### src/rtl/ckap_pkg.sv
// ckap_pkg: shared types, constants and arithmetic helpers for the color key
// to premultiplied alpha pipeline. No dependencies.
package ckap_pkg;

	localparam int STAGES = 10;

	// configuration register indexes
	localparam logic [3:0] CFG_KEY_RED    = 4'd0;
	localparam logic [3:0] CFG_KEY_GREEN  = 4'd1;
	localparam logic [3:0] CFG_KEY_BLUE   = 4'd2;
	localparam logic [3:0] CFG_BASE_ALPHA = 4'd3;

	localparam logic [7:0] RST_KEY_RED    = 8'd100;
	localparam logic [7:0] RST_KEY_GREEN  = 8'd149;
	localparam logic [7:0] RST_KEY_BLUE   = 8'd237;
	localparam logic [7:0] RST_BASE_ALPHA = 8'd170;

	// squared distance at or above this puts the pixel 255 or more from the key
	localparam logic [17:0] FAR_D2      = 18'd65025;
	localparam logic [15:0] KEY_SPAN    = 16'd65280;  // 255.0 in 8.8 fixed point
	localparam logic [23:0] ALPHA_BIAS  = 24'd32640;  // half of KEY_SPAN
	localparam logic [15:0] PREMUL_BIAS = 16'd127;
	localparam logic [15:0] RECIP_255   = 16'h8081;   // 2^23/255, rounded up

	typedef struct packed {
		logic [18:0] rem;
		logic [15:0] root;
	} sqrt_t;

	typedef struct packed {
		logic ld_a;
		logic ld_b;
	} stage_ld_t;

	// one digit of the restoring square root
	function automatic sqrt_t sqrt_step(input sqrt_t s, input logic [1:0] pair);
		logic [18:0] shifted;
		logic [18:0] trial;
		sqrt_t r;
		shifted = {s.rem[16:0], pair};
		trial   = {1'b0, s.root, 2'b01};
		if (shifted >= trial) begin
			r.rem  = shifted - trial;
			r.root = {s.root[14:0], 1'b1};
		end else begin
			r.rem  = shifted;
			r.root = {s.root[14:0], 1'b0};
		end
		return r;
	endfunction

	// floor(v/255), exact for any 16-bit v; callers keep the quotient below 256
	function automatic logic [7:0] div255(input logic [15:0] v);
		logic [31:0] prod;
		prod = 32'(v) * 32'(RECIP_255);
		return prod[30:23];
	endfunction

endpackage

### src/rtl/ckap_dist.sv
// ckap_dist: squared RGB distance from pixel to key, two pipeline stages.
// Depends on ckap_pkg.
module ckap_dist (
	input  logic               clk,
	input  ckap_pkg::stage_ld_t ld,
	input  logic [7:0]         red,
	input  logic [7:0]         green,
	input  logic [7:0]         blue,
	input  logic [7:0]         key_red,
	input  logic [7:0]         key_green,
	input  logic [7:0]         key_blue,
	output logic [17:0]        d2_s2
);

	logic [7:0]  dr_s1, dg_s1, db_s1;
	logic [15:0] sq_r, sq_g, sq_b;

	always_ff @(posedge clk) begin
		if (ld.ld_a) begin
			dr_s1 <= (red >= key_red) ? red - key_red : key_red - red;
			dg_s1 <= (green >= key_green) ? green - key_green : key_green - green;
			db_s1 <= (blue >= key_blue) ? blue - key_blue : key_blue - blue;
		end
	end

	assign sq_r = 16'(dr_s1) * 16'(dr_s1);
	assign sq_g = 16'(dg_s1) * 16'(dg_s1);
	assign sq_b = 16'(db_s1) * 16'(db_s1);

	always_ff @(posedge clk) begin
		if (ld.ld_b) begin
			d2_s2 <= 18'(sq_r) + 18'(sq_g) + 18'(sq_b);
		end
	end

endmodule

### src/rtl/ckap_sqrt_stage.sv
// ckap_sqrt_stage: four digits of the pipelined square root, one register.
// Depends on ckap_pkg.
module ckap_sqrt_stage (
	input  logic            clk,
	input  logic            ld,
	input  ckap_pkg::sqrt_t sq_in,
	input  logic [7:0]      pairs,
	output ckap_pkg::sqrt_t sq_out
);

	ckap_pkg::sqrt_t st [0:4];

	always_comb begin
		st[0] = sq_in;
		for (int i = 0; i < 4; i++) begin
			st[i+1] = ckap_pkg::sqrt_step(st[i], pairs[7-2*i -: 2]);
		end
	end

	always_ff @(posedge clk) begin
		if (ld) begin
			sq_out <= st[4];
		end
	end

endmodule

### src/rtl/ckap_alpha.sv
// ckap_alpha: alpha = base * (1 - dist/255) rounded half up, or zero when kill
// is set, two stages. Depends on ckap_pkg.
module ckap_alpha (
	input  logic                clk,
	input  ckap_pkg::stage_ld_t ld,
	input  logic [15:0]         dist_fx,
	input  logic                kill,
	input  logic [7:0]          base,
	output logic [7:0]          alpha_s8
);

	logic [15:0] span_left;
	logic [23:0] prod;
	logic [15:0] y_s7;
	logic        kill_s7;

	assign span_left = ckap_pkg::KEY_SPAN - dist_fx;
	assign prod      = 24'(base) * 24'(span_left) + ckap_pkg::ALPHA_BIAS;

	// prod / 65280 is taken as (prod >> 8) / 255
	always_ff @(posedge clk) begin
		if (ld.ld_a) begin
			y_s7    <= prod[23:8];
			kill_s7 <= kill;
		end
	end

	always_ff @(posedge clk) begin
		if (ld.ld_b) begin
			alpha_s8 <= kill_s7 ? 8'd0 : ckap_pkg::div255(y_s7);
		end
	end

endmodule

### src/rtl/ckap_premul.sv
// ckap_premul: premultiplies the three channels by alpha, two stages, and
// holds the output register. Depends on ckap_pkg.
module ckap_premul (
	input  logic                clk,
	input  ckap_pkg::stage_ld_t ld,
	input  logic [7:0]          red,
	input  logic [7:0]          green,
	input  logic [7:0]          blue,
	input  logic [7:0]          alpha,
	output logic [7:0]          out_alpha,
	output logic [7:0]          out_red,
	output logic [7:0]          out_green,
	output logic [7:0]          out_blue
);

	logic [15:0] wr_s9, wg_s9, wb_s9;
	logic [7:0]  alpha_s9;
	logic [7:0]  alpha_s10, red_s10, green_s10, blue_s10;

	// (2ca+255)/510 equals (ca+127)/255 since the numerator is always odd
	always_ff @(posedge clk) begin
		if (ld.ld_a) begin
			wr_s9    <= 16'(red) * 16'(alpha) + ckap_pkg::PREMUL_BIAS;
			wg_s9    <= 16'(green) * 16'(alpha) + ckap_pkg::PREMUL_BIAS;
			wb_s9    <= 16'(blue) * 16'(alpha) + ckap_pkg::PREMUL_BIAS;
			alpha_s9 <= alpha;
		end
	end

	always_ff @(posedge clk) begin
		if (ld.ld_b) begin
			alpha_s10 <= alpha_s9;
			red_s10   <= ckap_pkg::div255(wr_s9);
			green_s10 <= ckap_pkg::div255(wg_s9);
			blue_s10  <= ckap_pkg::div255(wb_s9);
		end
	end

	assign out_alpha = alpha_s10;
	assign out_red   = red_s10;
	assign out_green = green_s10;
	assign out_blue  = blue_s10;

endmodule

### src/rtl/color_key_alpha_premultiply_unit.sv
// Converts an RGB pixel stream into premultiplied ARGB keyed on a color.
// Top level; depends on ckap_pkg, ckap_dist, ckap_sqrt_stage, ckap_alpha,
// ckap_premul.
//
// One pixel in and one ARGB pixel out per clock while out_ready is high,
// through ten register stages: two stages of distance, four stages of a
// 16-digit square root at four digits each, two stages for alpha and two
// for premultiply. Each stage advances on its own, so bubbles close up and
// pixels keep entering while a result waits at the output, until every
// stage holds an item. Black pixels come out as all zeros; a pixel on the
// key gets base_alpha; other pixels fade linearly to zero alpha at RGB
// distance 255. Key and base alpha registers are written through the
// cfg channel (always ready) and should only change while the pipeline
// is empty.
module color_key_alpha_premultiply_unit (
	input  logic       clk,
	input  logic       arst_n,
	input  logic       in_valid,
	output logic       in_ready,
	input  logic [7:0] red,
	input  logic [7:0] green,
	input  logic [7:0] blue,
	output logic       out_valid,
	input  logic       out_ready,
	output logic [7:0] out_alpha,
	output logic [7:0] out_red,
	output logic [7:0] out_green,
	output logic [7:0] out_blue,
	input  logic       cfg_valid,
	output logic       cfg_ready,
	input  logic [3:0] cfg_index,
	input  logic [7:0] cfg_data
);

	localparam int NST = ckap_pkg::STAGES;

	logic [7:0] key_red_q, key_green_q, key_blue_q, base_alpha_q;

	logic [NST-1:0] v_q;
	logic [NST-1:0] en;

	logic [23:0] pix_s   [0:7];
	logic        black_s [0:5];
	logic        far_s   [2:5];
	logic [7:0]  lo_s3;

	logic [17:0]         d2_s2;
	ckap_pkg::sqrt_t     sq_s [0:3];
	logic [7:0]          alpha_s8;
	ckap_pkg::stage_ld_t dist_ld, alpha_ld, pm_ld;

	assign cfg_ready = 1'b1;

	always_ff @(posedge clk or negedge arst_n) begin
		if (!arst_n) begin
			key_red_q    <= ckap_pkg::RST_KEY_RED;
			key_green_q  <= ckap_pkg::RST_KEY_GREEN;
			key_blue_q   <= ckap_pkg::RST_KEY_BLUE;
			base_alpha_q <= ckap_pkg::RST_BASE_ALPHA;
		end else if (cfg_valid) begin
			unique case (cfg_index)
				ckap_pkg::CFG_KEY_RED:    key_red_q    <= cfg_data;
				ckap_pkg::CFG_KEY_GREEN:  key_green_q  <= cfg_data;
				ckap_pkg::CFG_KEY_BLUE:   key_blue_q   <= cfg_data;
				ckap_pkg::CFG_BASE_ALPHA: base_alpha_q <= cfg_data;
				default: ;
			endcase
		end
	end

	// a stage loads when it is empty or its contents move on
	always_comb begin
		en[NST-1] = !v_q[NST-1] || out_ready;
		for (int k = NST - 2; k >= 0; k--) begin
			en[k] = !v_q[k] || en[k+1];
		end
	end

	assign in_ready  = en[0];
	assign out_valid = v_q[NST-1];

	always_ff @(posedge clk or negedge arst_n) begin
		if (!arst_n) begin
			v_q <= '0;
		end else begin
			if (en[0]) begin
				v_q[0] <= in_valid;
			end
			for (int k = 1; k < NST; k++) begin
				if (en[k]) begin
					v_q[k] <= v_q[k-1];
				end
			end
		end
	end

	// pixel and flag lines that ride along with the arithmetic
	always_ff @(posedge clk) begin
		if (en[0]) begin
			pix_s[0]   <= {red, green, blue};
			black_s[0] <= (red == 8'd0) && (green == 8'd0) && (blue == 8'd0);
		end
		for (int k = 1; k < 8; k++) begin
			if (en[k]) begin
				pix_s[k] <= pix_s[k-1];
			end
		end
		for (int k = 1; k < 6; k++) begin
			if (en[k]) begin
				black_s[k] <= black_s[k-1];
			end
		end
		if (en[2]) begin
			far_s[2] <= (d2_s2 >= ckap_pkg::FAR_D2);
			lo_s3    <= d2_s2[7:0];
		end
		for (int k = 3; k < 6; k++) begin
			if (en[k]) begin
				far_s[k] <= far_s[k-1];
			end
		end
	end

	assign dist_ld  = '{ld_a: en[0], ld_b: en[1]};
	assign alpha_ld = '{ld_a: en[6], ld_b: en[7]};
	assign pm_ld    = '{ld_a: en[8], ld_b: en[9]};

	ckap_dist u_dist (
		.clk       (clk),
		.ld        (dist_ld),
		.red       (red),
		.green     (green),
		.blue      (blue),
		.key_red   (key_red_q),
		.key_green (key_green_q),
		.key_blue  (key_blue_q),
		.d2_s2     (d2_s2)
	);

	// radicand is d2 << 16; only d2 below 65025 matters, so 16 bits of it
	generate
		for (genvar k = 0; k < 4; k++) begin : g_sqrt
			ckap_pkg::sqrt_t sq_in;
			logic [7:0]      pairs;
			if (k == 0) begin : g_first
				assign sq_in = '0;
				assign pairs = d2_s2[15:8];
			end else if (k == 1) begin : g_second
				assign sq_in = sq_s[k-1];
				assign pairs = lo_s3;
			end else begin : g_rest
				assign sq_in = sq_s[k-1];
				assign pairs = 8'h00;
			end
			ckap_sqrt_stage u_stage (
				.clk    (clk),
				.ld     (en[k+2]),
				.sq_in  (sq_in),
				.pairs  (pairs),
				.sq_out (sq_s[k])
			);
		end
	endgenerate

	ckap_alpha u_alpha (
		.clk      (clk),
		.ld       (alpha_ld),
		.dist_fx  (sq_s[3].root),
		.kill     (black_s[5] || far_s[5]),
		.base     (base_alpha_q),
		.alpha_s8 (alpha_s8)
	);

	ckap_premul u_premul (
		.clk       (clk),
		.ld        (pm_ld),
		.red       (pix_s[7][23:16]),
		.green     (pix_s[7][15:8]),
		.blue      (pix_s[7][7:0]),
		.alpha     (alpha_s8),
		.out_alpha (out_alpha),
		.out_red   (out_red),
		.out_green (out_green),
		.out_blue  (out_blue)
	);

`ifndef SYNTHESIS
	a_empty_takes_item: assert property (@(posedge clk) disable iff (!arst_n)
		!out_valid |-> in_ready)
		else $error("pipeline holds no result but refuses an item");

	a_zero_alpha_clear: assert property (@(posedge clk) disable iff (!arst_n)
		out_valid && out_alpha == 8'd0 |->
			out_red == 8'd0 && out_green == 8'd0 && out_blue == 8'd0)
		else $error("zero alpha with nonzero color channel");

	a_root_in_span: assert property (@(posedge clk) disable iff (!arst_n)
		v_q[5] && !far_s[5] |-> sq_s[3].root < ckap_pkg::KEY_SPAN)
		else $error("distance reaches key span on a near pixel");
`endif

endmodule
### config.mk
export PLATFORM = sky130hd
export DESIGN_NAME = color_key_alpha_premultiply_unit
export DESIGN_NICKNAME = d
export VERILOG_FILES = /design/src/rtl/ckap_pkg.sv /design/src/rtl/ckap_dist.sv /design/src/rtl/ckap_sqrt_stage.sv /design/src/rtl/ckap_alpha.sv /design/src/rtl/ckap_premul.sv /design/src/rtl/color_key_alpha_premultiply_unit.sv
export SDC_FILE = /design/constraint.sdc
export NUM_CORES = 2
export LEC_CHECK = 0
export ABC_AREA = 1
export BUFFER_PORTS_ARGS = -buffer_cell sky130_fd_sc_hd__buf_2
export CAP_MARGIN = 20
export CELL_PAD_IN_SITES_DETAIL_PLACEMENT = 0
export CELL_PAD_IN_SITES_GLOBAL_PLACEMENT = 1
export CORE_ASPECT_RATIO = 1.2
export CORE_MARGIN = 3
export CORE_UTILIZATION = 40
export CTS_BUF_LIST = sky130_fd_sc_hd__clkbuf_16
export CTS_CLUSTER_SIZE = 24
export DETAILED_ROUTE_END_ITERATION = 7
export PLACE_DENSITY_LB_ADDON = 0.25
export SETUP_SLACK_MARGIN = 0.2
export SYNTH_ARGS = -nofsm -noshare
export SYNTH_HDL_FRONTEND = slang
export SYNTH_SLANG_ARGS = --single-unit
### constraint.sdc
create_clock -name clk -period 16.8 [get_ports clk]
set_input_delay 0.84 -clock clk [delete_from_list [all_inputs] [get_ports clk]]
set_output_delay 0.84 -clock clk [all_outputs]
set_load 0.005 [all_outputs]
==> out/qor.yml <==
sta:
  hold_viol_final: 0
  rsz0062_at_grt: "false"
  fin_skew_ns: 0.0239
  max_freq_ghz: 0.107
  setup_viol: 0
  fin_crit_ns: 9.38
  tightest_slew_ns: 0.900
  maxSlewHeadroom_pct: 39.8
  period_share_pct: 55.8
  slew_viol_final: 0
  fin_ws_ns: 7.42
  fin_setup_tns_ns: 0
clock_tree:
  cts-root-buf: "clkbuf_16"
  clkLatencyLatePin_ns: 0.64
  cts_sinks: 497
  cts_tree: "built"
  cts_resized: 0
  cts_buffer_depth: 3
  htreeDepth: 2
  post-cts-setup-buffer-count: 0
  clk_pin_slew_worst_paths_ns: 0.07
  cts_buffers: 54
  cts_hold_buf: 0
synth:
  avgSynthCellArea_um2: 9.10
  synth-edff-count: 455
  synth_warnings: 0
  synth_area_mm2: 0.0465
  yosys.area.top_type: "edfxtp_1"
  ys_seq_area_share_pct: 31.7
  synth_cell_type_count: 59
  ys_ff_latch: 497
  netlist_top_cells_area: "edfxtp_1, ha_1, fa_1"
  synth_top_area_share_pct: 29.4
  synth_cells: 5111
  ys_async_sr_fraction_pct: 8.45
  synth_ff_type: "edfxtp_1"
layout:
  final_common_cell: "nand2_1"
  multi_input_area_mm2: 0.0277
  fin_area_mm2: 0.0503
  mostFrequentLayoutCells: "nand2_1, inv_1, ha_1"
  area_growth_pct: 8.24
  regArea_mm2: 0.0147
  fillCellCount: 11411
  nNetsFinal: 6227
  drive_gt1_share_pct: 5.72
grt:
  antenna_found_initial: 21
  grt_start_max_net_pins: 58
  track_usage_pct: 17.8
  grt-ovfl-total: 0
  grt_pass1_wl_mm: 171
  grt_pass1_vias: 33480
placement:
  dp_slack_ns: 7.28
  dp_hpwl_mm: 86.8
  postPlaceCellArea_mm2: 0.0485
  io_buffers: 74
  place_congestion: 0.849
floorplanning:
  core_mm2: 0.115
  dieArea_mm2: 0.120
  dieHeight_um: 380
  start_util_pct: 40.4
  ios: 76
  die_w_um: 317
  rows: 136
setup_path:
  worstPathMaxFanout: 20
  cp.required_ns: 17.15
  critPathKind: "reg2reg"
  r2r_cells: 42
  startpoint_type: "flip-flop"
  slowest_delay_ns: 0.58
  crit_top_cell: "nand2_1"
  crit_start: "g_sqrt[1].u_stage.sq_out[1]$_DFFE_PP_"
  reg2reg_from: "g_sqrt[1].u_stage.sq_out[1]$_DFFE_PP_"
  end_kind: "flip-flop"
  cp_slowest_cell: "nor3_4"
  critPathArrivalTime_ns: 9.74
routing:
  wl_per_cell_um: 15.5
  dr.pass1.iters: 5
  routed_wl_mm: 105
  detail-route-antenna-nets: 0
  drtIter0Drc: 1563
  viasPerCell: 4.84
  drc: 0
  num_vias: 32602
run:
  cap_violations: 0
outcome:
  status: "finished, final reports clean"
worst_hold_path:
  hold_class: "in2async"
layer usage:
layer	share of wire [%]	global-route usage, %
met1	42	21.4
met4	2.9	5.33
met3	3.4	2.37
met5	0.076	0
met2	51	32.5
state kept, by name, indices dropped and copies added (netlist names), 10 cells and up:
register and count:
u_dist.d2_s2 18, pix_s 192, u_alpha.y_s7 16, u_premul.wr_s9 16, v_q 10, u_premul.wb_s9 16
g_sqrt.u_stage.sq_out 90, u_premul.wg_s9 16
kinds of logic after synthesis:
logic type	share of synthesized area (%)
AND/OR/NAND/NOR	15.7
buffers and inverters	8.85
adder cells (fa/ha/maj)	32.9
AO/OA/AOI/OAI	6.39
flip-flops	31.7
XOR/XNOR	4.22
multiplexers	0.247
other	0.00806
synth_stat cells, drive strengths merged (13+ instances only):
library cell  instances
clkbuf               84
ha                  688
a21o                 18
nor4                 13
buf                  17
nand3               199
dfstp                17
or2                  27
a21oi               223
xnor2                69
o21ai               199
nand3b               14
nand2              1065
xor2                155
edfxtp              455
o21bai               27
nand4                45
fa                  335
dfrtp                25
inv                 977
nor3                 33
nor2                338
a211oi               13
stage by stage:
step                      instances  util (%)  hold slack (ns)
after floorplan                5113         -            0.400
after global placement         6625      42.2            0.401
after detailed placement       6625      42.2            0.405
after CTS                      6726      43.8            0.306
after global routing           6727      43.8            0.345
final                          6735      43.8            0.331
layout make-up:
type / count / area share (%)
Timing Repair Buffer: 95 / 1.05
Clock buffer: 55 / 2.73
Inverter: 978 / 7.29
Multi-Input combinational cell: 3537 / 55.0
Tap cell: 1518 / 3.77
Antenna cell: 9 / 0.0447
Sequential cell: 497 / 29.3
Clock inverter: 46 / 0.875
worst max-delay path, delay by kind of cell, from the launching register on:
family | cells | cell delay [ns]
AOI/OAI and AO/OA | 11 | 2.16
adders and majority gates | 5 | 1.64
buffers and inverters | 6 | 1.64
DFF | 1 | 0.44
and+or+nand+nor | 20 | 3.19
path summary, 6_finish.rpt:
check                                                              end  slack (ns)
max in group asynchronous                           v_q[8]$_DFFE_PN0P_       15.98
worst min register to register                  pix_s[0][25]$_DFFE_PP_        0.40
worst max register to register  g_sqrt[2].u_stage.sq_out[18]$_DFFE_PP_        7.42
min in group clk                                pix_s[0][25]$_DFFE_PP_        0.40
worst max-delay path            g_sqrt[2].u_stage.sq_out[18]$_DFFE_PP_        7.42
worst min-delay path                       base_alpha_q[2]$_DFFE_PN0P_        0.33
Power is left out: the tool's default activity adds up to more than one toggle a clock period on the data nets, which glitch-free logic cannot reach.
